<file path="src/hw/rtl/lcg48_pkg.sv">
package lcg48_pkg;

  // State word and register widths
  localparam int STATE_W = 48;
  localparam int REG_W   = 48;
  localparam int HALF_W  = (STATE_W + 1) / 2;
  localparam int PROD_W  = 2 * HALF_W;

  // Transaction payload widths
  localparam int CMD_W    = 2;
  localparam int SEED_W   = 64;
  localparam int BCNT_W   = 6;
  localparam int BOUND_W  = 31;
  localparam int VALUE_W  = 64;
  localparam int WORD_W   = 32;

  // Configuration port
  localparam int CFG_IDX_W = 1;
  localparam logic [CFG_IDX_W-1:0] REG_MULT = 1'b0;
  localparam logic [CFG_IDX_W-1:0] REG_INCR = 1'b1;

  localparam logic [REG_W-1:0] MULT_RESET = 48'h0005_DEEC_E66D;
  localparam logic [REG_W-1:0] INCR_RESET = 48'h0000_0000_000B;

  // Commands
  localparam logic [CMD_W-1:0] CMD_RESEED = 2'd0;
  localparam logic [CMD_W-1:0] CMD_RAW    = 2'd1;
  localparam logic [CMD_W-1:0] CMD_BOUND  = 2'd2;
  localparam logic [CMD_W-1:0] CMD_WIDE   = 2'd3;

  // Rejection loop limit and divider length
  localparam int MAX_DRAWS = 65536;
  localparam int TRY_W     = $clog2(MAX_DRAWS);
  localparam int DIV_STEPS = BOUND_W;
  localparam int DCNT_W    = $clog2(DIV_STEPS);

  // Partial product select
  localparam logic [1:0] MSEL_LL = 2'd0;
  localparam logic [1:0] MSEL_LH = 2'd1;
  localparam logic [1:0] MSEL_HL = 2'd2;

  // Accumulator operations
  localparam logic [1:0] ACC_HOLD   = 2'd0;
  localparam logic [1:0] ACC_INIT   = 2'd1;
  localparam logic [1:0] ACC_ADD_LO = 2'd2;
  localparam logic [1:0] ACC_ADD_HI = 2'd3;

  // State word operations
  localparam logic [1:0] ST_HOLD = 2'd0;
  localparam logic [1:0] ST_SEED = 2'd1;
  localparam logic [1:0] ST_ADV  = 2'd2;

  // Result selection
  localparam logic [2:0] RES_ZERO = 3'd0;
  localparam logic [2:0] RES_RAW  = 3'd1;
  localparam logic [2:0] RES_POW2 = 3'd2;
  localparam logic [2:0] RES_MOD  = 3'd3;
  localparam logic [2:0] RES_WIDE = 3'd4;

  typedef struct packed {
    logic       take;
    logic [1:0] mul_sel;
    logic [1:0] acc_op;
    logic [1:0] state_op;
    logic       hi_ld;
    logic       div_init;
    logic       div_step;
    logic       out_ld;
    logic [2:0] res_sel;
  } dp_cmd_t;

  typedef struct packed {
    logic pow2;
    logic accept;
  } dp_stat_t;

endpackage

</file>
<file path="src/hw/rtl/lcg48_in_if.sv">
interface lcg48_in_if;
  import lcg48_pkg::*;

  logic                      valid;
  logic                      ready;
  logic [CMD_W-1:0]          cmd;
  logic signed [SEED_W-1:0]  seed_word;
  logic [BCNT_W-1:0]         bit_count;
  logic [BOUND_W-1:0]        upper_bound;

  modport source (output valid, cmd, seed_word, bit_count, upper_bound, input ready);
  modport sink (input valid, cmd, seed_word, bit_count, upper_bound, output ready);
endinterface

</file>
<file path="src/hw/rtl/lcg48_out_if.sv">
interface lcg48_out_if;
  import lcg48_pkg::*;

  logic                       valid;
  logic                       ready;
  logic signed [VALUE_W-1:0]  value;

  modport source (output valid, value, input ready);
  modport sink (input valid, value, output ready);
endinterface

</file>
<file path="src/hw/rtl/lcg48_dp.sv">
module lcg48_dp (
  input  logic                               clk,
  input  logic                               rst_n,
  input  logic                               cfg_we,
  input  logic [lcg48_pkg::CFG_IDX_W-1:0]    cfg_index,
  input  logic [lcg48_pkg::REG_W-1:0]        cfg_wdata,
  input  logic [lcg48_pkg::SEED_W-1:0]       seed_word,
  input  logic [lcg48_pkg::BCNT_W-1:0]       bit_count,
  input  logic [lcg48_pkg::BOUND_W-1:0]      upper_bound,
  input  lcg48_pkg::dp_cmd_t                 cmd,
  output lcg48_pkg::dp_stat_t                stat,
  output logic [lcg48_pkg::VALUE_W-1:0]      value
);
  import lcg48_pkg::*;

  logic [REG_W-1:0]    mult_r, incr_r;
  logic [STATE_W-1:0]  state_r, state_nxt;
  logic [STATE_W-1:0]  acc_r, acc_nxt;
  logic [PROD_W-1:0]   prod_r;
  logic [BCNT_W-1:0]   bcnt_r;
  logic [BOUND_W-1:0]  bound_r;
  logic [WORD_W-1:0]   hi_r;
  logic [WORD_W-1:0]   rem_r;
  logic [BOUND_W-1:0]  dvd_r;
  logic [VALUE_W-1:0]  value_r, value_nxt;

  logic [STATE_W-1:0]  mult_s;
  logic [HALF_W-1:0]   op_a, op_b;
  logic [WORD_W-1:0]   top32;
  logic [BOUND_W-1:0]  top31;
  logic [WORD_W-1:0]   rem_sh;
  logic                rem_ge;
  logic [WORD_W:0]     rej_sum;
  logic [4:0]          pow_k;
  logic [4:0]          pow_sh;
  logic [BCNT_W-1:0]   bc_clamp;
  logic [BCNT_W-1:0]   raw_sh;
  logic [WORD_W-1:0]   raw32;

  assign mult_s = STATE_W'(mult_r);
  assign top32  = state_r[STATE_W-1 -: WORD_W];
  assign top31  = state_r[STATE_W-1 -: BOUND_W];

  // Configuration registers
  always_ff @(posedge clk) begin
    if (!rst_n) begin
      mult_r <= MULT_RESET;
      incr_r <= INCR_RESET;
    end else if (cfg_we) begin
      unique case (cfg_index)
        REG_MULT: mult_r <= cfg_wdata;
        REG_INCR: incr_r <= cfg_wdata;
        default:  ;
      endcase
    end
  end

  // Partial product operand selection; the high-by-high product is never selected, as it lies above the state width
  always_comb begin
    unique case (cmd.mul_sel)
      MSEL_LL: begin
        op_a = state_r[HALF_W-1:0];
        op_b = mult_s[HALF_W-1:0];
      end
      MSEL_LH: begin
        op_a = state_r[HALF_W-1:0];
        op_b = HALF_W'(mult_s[STATE_W-1:HALF_W]);
      end
      MSEL_HL: begin
        op_a = HALF_W'(state_r[STATE_W-1:HALF_W]);
        op_b = mult_s[HALF_W-1:0];
      end
      default: begin
        op_a = '0;
        op_b = '0;
      end
    endcase
  end

  always_ff @(posedge clk) begin
    prod_r <= op_a * op_b;
  end

  // Accumulator for the state update, wrapping at the state width
  always_comb begin
    unique case (cmd.acc_op)
      ACC_INIT:   acc_nxt = STATE_W'(incr_r);
      ACC_ADD_LO: acc_nxt = acc_r + STATE_W'(prod_r);
      ACC_ADD_HI: acc_nxt = acc_r + (STATE_W'(prod_r) << HALF_W);
      default:    acc_nxt = acc_r;
    endcase
  end

  always_ff @(posedge clk) begin
    acc_r <= acc_nxt;
  end

  // Generator state
  always_comb begin
    unique case (cmd.state_op)
      ST_SEED: state_nxt = STATE_W'(seed_word) ^ mult_s;
      ST_ADV:  state_nxt = acc_r;
      default: state_nxt = state_r;
    endcase
  end

  always_ff @(posedge clk) begin
    if (!rst_n) begin
      state_r <= STATE_W'(MULT_RESET);
    end else begin
      state_r <= state_nxt;
    end
  end

  // Transaction fields and the first word of a 64-bit draw
  always_ff @(posedge clk) begin
    if (cmd.take) begin
      bcnt_r  <= bit_count;
      bound_r <= upper_bound;
    end
    if (cmd.hi_ld) begin
      hi_r <= top32;
    end
  end

  // Restoring divider, one quotient bit per cycle; only the remainder is kept
  assign rem_sh = {rem_r[WORD_W-2:0], dvd_r[BOUND_W-1]};
  assign rem_ge = rem_sh >= WORD_W'(bound_r);

  always_ff @(posedge clk) begin
    if (cmd.div_init) begin
      rem_r <= '0;
      dvd_r <= top31;
    end else if (cmd.div_step) begin
      rem_r <= rem_ge ? (rem_sh - WORD_W'(bound_r)) : rem_sh;
      dvd_r <= {dvd_r[BOUND_W-2:0], 1'b0};
    end
  end

  // Rejection test: draw - remainder + (bound - 1) must stay below 2^31
  assign rej_sum = (WORD_W+1)'(top31) - (WORD_W+1)'(rem_r) + (WORD_W+1)'(bound_r)
                   - (WORD_W+1)'(1);
  assign stat.accept = (rej_sum[WORD_W:BOUND_W] == '0);
  assign stat.pow2   = ((bound_r & (~bound_r + BOUND_W'(1))) == bound_r);

  // Power-of-two bound: the multiply and shift reduce to a right shift
  always_comb begin
    pow_k = '0;
    for (int i = 0; i < BOUND_W; i++) begin
      if (bound_r[i]) begin
        pow_k = pow_k | 5'(i);
      end
    end
  end
  assign pow_sh = 5'(BOUND_W) - pow_k;

  // Raw draw: top bits of the state, count limited to one word
  assign bc_clamp = (bcnt_r > BCNT_W'(WORD_W)) ? BCNT_W'(WORD_W) : bcnt_r;
  assign raw_sh   = BCNT_W'(WORD_W) - bc_clamp;
  assign raw32    = (bc_clamp == '0) ? '0 : (top32 >> raw_sh);

  // Result selection
  always_comb begin
    unique case (cmd.res_sel)
      RES_RAW:  value_nxt = {{(VALUE_W-WORD_W){raw32[WORD_W-1]}}, raw32};
      RES_POW2: value_nxt = VALUE_W'(top31 >> pow_sh);
      RES_MOD:  value_nxt = VALUE_W'(rem_r[BOUND_W-1:0]);
      RES_WIDE: value_nxt = {hi_r, {WORD_W{1'b0}}}
                            + {{(VALUE_W-WORD_W){top32[WORD_W-1]}}, top32};
      default:  value_nxt = '0;
    endcase
  end

  always_ff @(posedge clk) begin
    if (cmd.out_ld) begin
      value_r <= value_nxt;
    end
  end

  assign value = value_r;

endmodule

</file>
<file path="src/hw/rtl/lcg48_ctrl.sv">
module lcg48_ctrl (
  input  logic                          clk,
  input  logic                          rst_n,
  input  logic                          in_valid,
  output logic                          in_ready,
  input  logic [lcg48_pkg::CMD_W-1:0]   in_cmd,
  output logic                          out_valid,
  input  logic                          out_ready,
  input  lcg48_pkg::dp_stat_t           stat,
  output lcg48_pkg::dp_cmd_t            cmd
);
  import lcg48_pkg::*;

  localparam logic [3:0] S_IDLE = 4'd0;
  localparam logic [3:0] S_MUL0 = 4'd1;
  localparam logic [3:0] S_MUL1 = 4'd2;
  localparam logic [3:0] S_MUL2 = 4'd3;
  localparam logic [3:0] S_MUL3 = 4'd4;
  localparam logic [3:0] S_ADV  = 4'd5;
  localparam logic [3:0] S_POST = 4'd6;
  localparam logic [3:0] S_DIV  = 4'd7;
  localparam logic [3:0] S_CHK  = 4'd8;
  localparam logic [3:0] S_DONE = 4'd9;

  logic [3:0]        state_r, state_nxt;
  logic [CMD_W-1:0]  op_r, op_nxt;
  logic              second_r, second_nxt;
  logic [TRY_W-1:0]  tries_r, tries_nxt;
  logic [DCNT_W-1:0] dcnt_r, dcnt_nxt;
  logic [2:0]        res_r, res_nxt;
  logic              out_valid_r, out_valid_nxt;
  logic              accept;

  assign accept    = in_valid && in_ready;
  assign in_ready  = rst_n && (state_r == S_IDLE);
  assign out_valid = out_valid_r;

  // Sequencer: reseed goes straight to the result; draws run the multiply
  // sequence, then post-processing per command
  always_comb begin
    state_nxt     = state_r;
    op_nxt        = op_r;
    second_nxt    = second_r;
    tries_nxt     = tries_r;
    dcnt_nxt      = dcnt_r;
    res_nxt       = res_r;
    out_valid_nxt = out_valid_r && !out_ready;
    cmd           = '0;
    cmd.mul_sel   = MSEL_LL;
    cmd.acc_op    = ACC_HOLD;
    cmd.state_op  = ST_HOLD;
    cmd.res_sel   = res_r;

    unique case (state_r)
      S_IDLE: begin
        if (accept) begin
          cmd.take   = 1'b1;
          op_nxt     = in_cmd;
          second_nxt = 1'b0;
          tries_nxt  = '0;
          if (in_cmd == CMD_RESEED) begin
            cmd.state_op = ST_SEED;
            res_nxt      = RES_ZERO;
            state_nxt    = S_DONE;
          end else begin
            state_nxt = S_MUL0;
          end
        end
      end
      S_MUL0: begin
        cmd.mul_sel = MSEL_LL;
        cmd.acc_op  = ACC_INIT;
        state_nxt   = S_MUL1;
      end
      S_MUL1: begin
        cmd.mul_sel = MSEL_LH;
        cmd.acc_op  = ACC_ADD_LO;
        state_nxt   = S_MUL2;
      end
      S_MUL2: begin
        cmd.mul_sel = MSEL_HL;
        cmd.acc_op  = ACC_ADD_HI;
        state_nxt   = S_MUL3;
      end
      S_MUL3: begin
        cmd.acc_op = ACC_ADD_HI;
        state_nxt  = S_ADV;
      end
      S_ADV: begin
        cmd.state_op = ST_ADV;
        state_nxt    = S_POST;
      end
      S_POST: begin
        unique case (op_r)
          CMD_RAW: begin
            res_nxt   = RES_RAW;
            state_nxt = S_DONE;
          end
          CMD_BOUND: begin
            if (stat.pow2) begin
              res_nxt   = RES_POW2;
              state_nxt = S_DONE;
            end else begin
              cmd.div_init = 1'b1;
              dcnt_nxt     = '0;
              state_nxt    = S_DIV;
            end
          end
          CMD_WIDE: begin
            if (second_r) begin
              res_nxt   = RES_WIDE;
              state_nxt = S_DONE;
            end else begin
              cmd.hi_ld  = 1'b1;
              second_nxt = 1'b1;
              state_nxt  = S_MUL0;
            end
          end
          default: begin
            res_nxt   = RES_ZERO;
            state_nxt = S_DONE;
          end
        endcase
      end
      S_DIV: begin
        cmd.div_step = 1'b1;
        dcnt_nxt     = dcnt_r + DCNT_W'(1);
        if (dcnt_r == DCNT_W'(DIV_STEPS - 1)) begin
          state_nxt = S_CHK;
        end
      end
      S_CHK: begin
        // Keep the remainder once it is unbiased or the retry budget is spent
        if (stat.accept || (tries_r == TRY_W'(MAX_DRAWS - 1))) begin
          res_nxt   = RES_MOD;
          state_nxt = S_DONE;
        end else begin
          tries_nxt = tries_r + TRY_W'(1);
          state_nxt = S_MUL0;
        end
      end
      S_DONE: begin
        // Hand the result over once the output register is free
        if (!out_valid_r || out_ready) begin
          cmd.out_ld    = 1'b1;
          out_valid_nxt = 1'b1;
          state_nxt     = S_IDLE;
        end
      end
      default: begin
        state_nxt = S_IDLE;
      end
    endcase
  end

  always_ff @(posedge clk) begin
    if (!rst_n) begin
      state_r     <= S_IDLE;
      out_valid_r <= 1'b0;
      op_r        <= CMD_RESEED;
      second_r    <= 1'b0;
      tries_r     <= '0;
      dcnt_r      <= '0;
      res_r       <= RES_ZERO;
    end else begin
      state_r     <= state_nxt;
      out_valid_r <= out_valid_nxt;
      op_r        <= op_nxt;
      second_r    <= second_nxt;
      tries_r     <= tries_nxt;
      dcnt_r      <= dcnt_nxt;
      res_r       <= res_nxt;
    end
  end

endmodule

</file>
<file path="src/hw/rtl/lcg48_random_generator.sv">
// Channel   Direction  Payload
// in_ch     sink       cmd, seed_word, bit_count, upper_bound
// out_ch    source     value
// cfg_*     write      cfg_index selects multiplier (0) or increment (1)
//
// A reseed goes straight to the done state; the result is then valid in the
// output register in the same cycle as the next transaction can be accepted.
// Each state advance runs the shared half-width multiplier sequence through
// the states MUL0 to MUL3 and ADV, so a raw or power-of-two draw takes one
// advance and a 64-bit draw two. A bounded draw with any other bound adds the
// bit-serial remainder on every try; every retry takes another state advance.
// A new transaction is accepted only once the previous result sits in the
// output register; a stalled output holds the finished result there.
// Synchronous reset restores both registers and the default seeded state.
module lcg48_random_generator (
  input  logic                             clk,
  input  logic                             rst_n,
  input  logic                             cfg_we,
  input  logic [lcg48_pkg::CFG_IDX_W-1:0]  cfg_index,
  input  logic [lcg48_pkg::REG_W-1:0]      cfg_wdata,
  lcg48_in_if.sink                         in_ch,
  lcg48_out_if.source                      out_ch
);
  import lcg48_pkg::*;

  dp_cmd_t             dp_cmd;
  dp_stat_t            dp_stat;
  logic [VALUE_W-1:0]  value;

  // Sequencer
  lcg48_ctrl u_ctrl (
    .clk       (clk),
    .rst_n     (rst_n),
    .in_valid  (in_ch.valid),
    .in_ready  (in_ch.ready),
    .in_cmd    (in_ch.cmd),
    .out_valid (out_ch.valid),
    .out_ready (out_ch.ready),
    .stat      (dp_stat),
    .cmd       (dp_cmd)
  );

  // Arithmetic and state
  lcg48_dp u_dp (
    .clk         (clk),
    .rst_n       (rst_n),
    .cfg_we      (cfg_we),
    .cfg_index   (cfg_index),
    .cfg_wdata   (cfg_wdata),
    .seed_word   (in_ch.seed_word),
    .bit_count   (in_ch.bit_count),
    .upper_bound (in_ch.upper_bound),
    .cmd         (dp_cmd),
    .stat        (dp_stat),
    .value       (value)
  );

  assign out_ch.value = value;

endmodule

</file>
<file path="src/flat_wrapper.sv">
// flat-port wrapper written by rule: the top's interface ports become plain ports
module lcg48_random_generator_flat import lcg48_pkg::*;
  (clk, rst_n, cfg_we, cfg_index, cfg_wdata, in_ch_valid, in_ch_cmd, in_ch_seed_word, in_ch_bit_count, in_ch_upper_bound, in_ch_ready, out_ch_valid, out_ch_value, out_ch_ready);
  lcg48_in_if in_ch_i ();
  lcg48_out_if out_ch_i ();
  input  logic clk;
  input  logic rst_n;
  input  logic cfg_we;
  input  logic [lcg48_pkg::CFG_IDX_W-1:0] cfg_index;
  input  logic [lcg48_pkg::REG_W-1:0] cfg_wdata;
  input wire logic [$bits(in_ch_i.valid)-1:0] in_ch_valid;
  input wire logic [$bits(in_ch_i.cmd)-1:0] in_ch_cmd;
  input wire logic [$bits(in_ch_i.seed_word)-1:0] in_ch_seed_word;
  input wire logic [$bits(in_ch_i.bit_count)-1:0] in_ch_bit_count;
  input wire logic [$bits(in_ch_i.upper_bound)-1:0] in_ch_upper_bound;
  output wire logic [$bits(in_ch_i.ready)-1:0] in_ch_ready;
  output wire logic [$bits(out_ch_i.valid)-1:0] out_ch_valid;
  output wire logic [$bits(out_ch_i.value)-1:0] out_ch_value;
  input wire logic [$bits(out_ch_i.ready)-1:0] out_ch_ready;
  assign in_ch_i.valid = in_ch_valid;
  assign in_ch_i.cmd = in_ch_cmd;
  assign in_ch_i.seed_word = in_ch_seed_word;
  assign in_ch_i.bit_count = in_ch_bit_count;
  assign in_ch_i.upper_bound = in_ch_upper_bound;
  assign in_ch_ready = in_ch_i.ready;
  assign out_ch_valid = out_ch_i.valid;
  assign out_ch_value = out_ch_i.value;
  assign out_ch_i.ready = out_ch_ready;
  lcg48_random_generator u_core (.clk(clk), .rst_n(rst_n), .cfg_we(cfg_we), .cfg_index(cfg_index), .cfg_wdata(cfg_wdata), .in_ch(in_ch_i), .out_ch(out_ch_i));
endmodule
</file>
<file path="config.mk">
export PLATFORM = sky130hd
export DESIGN_NAME = lcg48_random_generator_flat
export DESIGN_NICKNAME = d
export VERILOG_FILES = /design/src/hw/rtl/lcg48_pkg.sv /design/src/hw/rtl/lcg48_in_if.sv /design/src/hw/rtl/lcg48_out_if.sv /design/src/hw/rtl/lcg48_dp.sv /design/src/hw/rtl/lcg48_ctrl.sv /design/src/hw/rtl/lcg48_random_generator.sv /design/src/flat_wrapper.sv
export SDC_FILE = /design/constraint.sdc
export NUM_CORES = 2
export LEC_CHECK = 0
export BUFFER_PORTS_ARGS = -buffer_cell sky130_fd_sc_hd__buf_2
export CAP_MARGIN = 25
export CORE_ASPECT_RATIO = 0.8
export CORE_UTILIZATION = 55
export CTS_CLUSTER_SIZE = 40
export DETAILED_ROUTE_END_ITERATION = 6
export GPL_TIMING_DRIVEN = 0
export PLACE_DENSITY = 0.73
export SYNTH_ARGS = -nofsm -noshare
export SYNTH_HDL_FRONTEND = slang
export SYNTH_SLANG_ARGS = --single-unit
</file>
<file path="constraint.sdc">
create_clock -name clk -period 10 [get_ports clk]
set_input_delay 1.5 -clock clk [delete_from_list [all_inputs] [get_ports clk]]
set_output_delay 1.5 -clock clk [all_outputs]
set_load 0.02 [all_outputs]
</file>
Word-level counts from Yosys, hierarchy flattened --
Cells that the tools add are included.
Storage, ports and cells: flip-flop bits (word level) 468, latch bits 0, bits in writable memories 0, bits in read-only memories 0, bits of input ports 157, output and inout port bits 66, logic and storage cells 246, memories 0
Cells by class: add/sub/neg operators 12, multipliers 1, divide/modulo/power cells 0, order comparisons 2, eq/ne operators 40, shift-type cells 2, multiplexer cells 138, bitwise logic cells 3, reduce and logical (&&, ||, !) cells 30
Operator list (number):
- $mux 48 | 10
- $pmux 64 s4 | 1
- $pmux 48 s3 | 1
- $mux 32 | 4
- $mux 4 | 26
- $mux 5 | 20
- $add 48x48->48 | 2
- $pmux 24 s2 | 2
- $pmux 48 s2 | 1
- $mux 31 | 3
- $add 64x64->64 | 1
- $mux 16 | 4
- $shr 31x5->64 | 1
- $mux 3 | 18
- $mul 24x24->48 | 1
- $xor 48x48->48 | 1
- $pmux 4 s10 | 1
- $add 33x31->33 | 1
- $sub 31x32->33 | 1
- $sub 33x1->33 const B | 1
- $ge 32x31->1 | 1
- $pmux 16 s2 | 1
- $shr 32x6->32 | 1
- $sub 32x31->32 | 1
- 45 further kinds | 124

Longest topological paths before layout --
depth in word-level cells 33, gate-level depth with buffers 34, gate-level depth less buffers 31

Hierarchy --
A second synthesis with hierarchy kept.
Second synthesis, totals: cells, all modules 5621, area total of the unflattened synthesis 48755.5 um^2
Modules (own cells, without submodules):
- lcg48_dp | instances 1, cells each 5402, area each 46910.0 um^2, seq. area each 10850.4 um^2
- lcg48_ctrl | instances 1, cells each 219, area each 1845.5 um^2, seq. area each 640.6 um^2

Worst setup path before layout --
OpenSTA, ideal clock, no wires.
path type reg-to-reg, from register u_core.u_ctrl.state_r[2], to register u_core.u_dp.prod_r[47], library setup time 0.122 ns, arrival 8.259 ns, required time 9.878 ns, setup slack 1.619 ns, stages on the path, launching flop included 32, buffers on the path 4, clock period less this slack 8.381 ns, cells stage by stage dfxtp_1 -> clkbuf_1 -> nand2b_1 -> nor3_1 -> clkbuf_1 -> buf_1 -> mux2i_1 -> clkbuf_1 -> nor2_1 -> fa_1 -> fa_1 -> inv_1 -> fa_1 -> fa_1 -> inv_1 -> fa_1 -> fa_1 -> inv_1 -> fa_1 -> inv_1 -> ha_1 -> a21o_1 -> a21o_1 -> a21oi_1 -> nand2_1 -> a2111oi_4 -> nor4_1 -> or4b_1 -> a31o_2 -> nand2_1 -> o21ai_0 -> xnor2_1
On the way: word-level cells in the longest chain between the ends 6, elaborated cells on any way between the ends 11, classes of those cells mul (1); eq/ne (4); mux (3); reduce/logical (3)
RTL lines:
- from (decl) | line lcg48_ctrl.sv:25 | logic [3:0] state_r, state_nxt;
- from (signal assigned) | line lcg48_ctrl.sv:166 | state_r <= state_nxt;
- $eq 4x2->1 | line lcg48_ctrl.sv:54 | unique case (state_r)
- $pmux 2 s2 * | line lcg48_ctrl.sv:54
- $eq 2x1->1, or another cell as far along | line lcg48_dp.sv:60 | unique case (cmd.mul_sel)
- $reduce_or 2->1 (no source line)
- $pmux 24 s2 | line lcg48_dp.sv:60
- $mul 24x24->48 * | line lcg48_dp.sv:81 | prod_r <= op_a * op_b;
- to (signal assigned) | line lcg48_dp.sv:81
- to (decl) | line lcg48_dp.sv:19 | logic [PROD_W-1:0] prod_r;
Every way passes the cells marked *; elsewhere a longest branch is shown, timed or not. A chain may end at the register's enable or synchronous reset.

Worst setup path in the final report --
Same ends and word-level chain as after synthesis.

==> flow_metrics.tcl <==
set metrics [dict create \
    multiInputGateArea_um2 33200 \
    first_pass_iters 7 \
    post-route-min-period_ns 9.78 \
    ys_seq_area_share_pct 23.8 \
    antenna_left 0 \
    ys_async_sr_fraction_pct 0 \
    hold_viol_final 0 \
    synthFlopType "dfxtp_1" \
    final.setup.worst_slack_ns 0.224 \
    numCtsBuffers 50 \
    drtIter0Drc 5260 \
    die_height_um 267 \
    fill_cells 7712 \
    ys_types 91 \
    use_met3_pct 11.9 \
    post-route-util_pct 61.5 \
    final_cells 7022 \
    synth.top_cell.area_share_pct 21.4 \
    cts_tree "yes" \
    ys_seq_elements 468 \
    grt_pass1_vias 41287 \
    synth_area_leaders "fa_1 21%, edfxtp_1 13%, dfxtp_1 11%" \
    met2_usage_pct 61.0 \
    antenna_found_initial 12 \
    crit_top_cell "fa_1" \
    required_ns 10.58 \
    ctsHoldBuffers 0 \
    drive_gt1_share_pct 8.40 \
    setup_viol 0 \
    seq_area_um2 11500 \
    dp_cells 6924 \
    vias 43165 \
    hpwl_um 153000 \
    placementRows 96 \
    grt_util_met1_pct 57.5 \
    top_usage_layer "met2" \
    drv_slew 0 \
    syn_inst 5567 \
    critPathKind "flip-flop to flip-flop" \
    ios 223 \
    synth_nets 6585 \
    relSlewSlack_pct 22.3 \
    fin_crit_sh_pct 97.8 \
    cts.htree.levels 2 \
    wl_per_cell_um 26.6 \
    nets 6860 \
    crit_buf_inv 7 \
    start_util_pct 55.9 \
    cp-end-kind "flip-flop" \
    status "complete, but fails checks" \
    root_buffer "clkbuf_16" \
    grt-ovfl-total 0 \
    place_ws_ns -0.845 \
    clockBufferDepth 3 \
    yosys-top-cells-count "782 x nand2_1, 731 x inv_1, 544 x nor2_1" \
    syn_to_final_growth_pct 10.0 \
    crit_path_max_fanout 10 \
    clock_latency_ns 0.67 \
    dieWidth_um 334 \
    wl_um 187000 \
    grt_pass1_wl_um 272000 \
    min_path_type "flip-flop to flip-flop" \
    drc 6 \
    via_per_inst 6.15 \
    cap_violations 0 \
    startpoint_type "flip-flop" \
    cp.arrival_ns 10.35 \
    clock-skew-final_ns 0.0253 \
    core_area_um2 86500 \
    clkSinkCount 468 \
    yosys.area.top_type "fa_1" \
    grt_usage_pct 42.1 \
    syn_avg_cell_area_um2 8.69 \
    crit_slowest_cell "fa_1" \
    worst_slew_pin_slew_ns 1.17 \
    grt_max_degree 65 \
    cp_top_family "adder cells" \
    violations "design-rule violations" \
    ys_warn_count 0 \
    clk_pin_slew_ns 0.06 \
    yosys.cell_count.top_type "nand2_1" \
    cts_resized 24 \
    timing.fmax_ghz 0.102 \
    synthesis.area_um2 48400 \
    gp_congestion 1.04 \
    die_area_um2 89200 \
    cts_setup_buffers 0 \
    portBuffers 205 \
    cpPeakStageDelay_ns 0.62 \
    synth_edf_count 212 \
]
-- cell type report --
class / instances / area share, %
Multi-Input combinational cell: 4092 / 62.4
Sequential cell: 468 / 21.6
Inverter: 733 / 5.17
Tap cell: 1127 / 2.65
Timing Repair Buffer: 233 / 2.62
Clock buffer: 62 / 2.57
Buffer: 264 / 2.08
Clock inverter: 30 / 0.867
Antenna cell: 13 / 0.0611
-- per-stage QoR --
stage               setup TNS [ns]  cell area, um^2  hold slack [ns]
floorplan                        0            48400            0.406
global placement            -14.00            50800            0.408
detailed placement           -6.19            51200            0.415
CTS                              0            53100            0.430
global route               -0.0305            53200            0.441
finish                           0            53200            0.429
-- final timing paths --
path                                 end  cells after the start  slack [ns]                startpoint
setup / recovery  u_core.u_dp.prod_r[47]                     30        0.22  u_core.u_ctrl.state_r[2]
hold / removal      u_core.u_dp.hi_r[24]                      0        0.43   u_core.u_dp.state_r[40]
setup reg to reg  u_core.u_dp.prod_r[47]                     30        0.22  u_core.u_ctrl.state_r[2]
hold reg to reg     u_core.u_dp.hi_r[24]                      0        0.43   u_core.u_dp.state_r[40]
-- cells in the final DEF, fill, tap and decap left out, types with 82 or more instances in the layout --
| master | n |
|---|---|
| nand2_1 | 782 |
| o21ai_0 | 267 |
| dfxtp_1 | 256 |
| a21oi_1 | 313 |
| mux2i_1 | 141 |
| clkbuf_1 | 194 |
| nand3_1 | 82 |
| a21o_1 | 97 |
| inv_1 | 730 |
| buf_2 | 225 |
| ha_1 | 345 |
| fa_1 | 516 |
| nor2_1 | 543 |
| edfxtp_1 | 212 |
| xnor2_1 | 160 |
-- cell families (layout without fill, tap and decap cells) --
| logic type | Yosys count | in the layout | share of synthesized area [%] |
|---|---|---|---|
| xor+xnor | 220 | 220 | 3.98 |
| other cells | 0 | 13 | 0 |
| buf+inv | 1007 | 1322 | 7.94 |
| simple gates | 1702 | 1702 | 15.0 |
| mux | 217 | 217 | 4.72 |
| flops | 468 | 468 | 23.8 |
| compound gates | 1090 | 1090 | 14.3 |
| fa+ha+maj | 863 | 863 | 30.3 |
-- worst reg2reg max path: cells and delay by family, from the launching register on --
family | cells | cell delay [ns]
adders and majority gates | 8 | 4.11
and+or+nand+nor | 7 | 1.77
buffers and inverters | 7 | 1.40
AOI/OAI and AO/OA | 6 | 1.38
muxes | 1 | 0.55
DFF | 1 | 0.30
xor gates and xnor gates | 1 | 0.21
-- sequential cells by signal, indices dropped and copies added, names as in the netlist, 32 cells and up --
name	flops
u_core.u_dp.value	64
u_core.u_dp.acc_r	48
u_core.u_dp.incr_r	48
u_core.u_dp.mult_r	48
u_core.u_dp.prod_r	48
u_core.u_dp.state_r	48
u_core.u_dp.hi_r	32
u_core.u_dp.rem_r	32
-- per-layer routing --
layer / vias up / wire length (um)
li1: 19026 / -
met2: 2552 / 76700
met3: 521 / 23100
met1: 21056 / 75600
met4: 10 / 11400
met5: - / 75
Power is not shown: default switching activity piles up to over one toggle a cycle in this logic, so the estimate is an artifact.
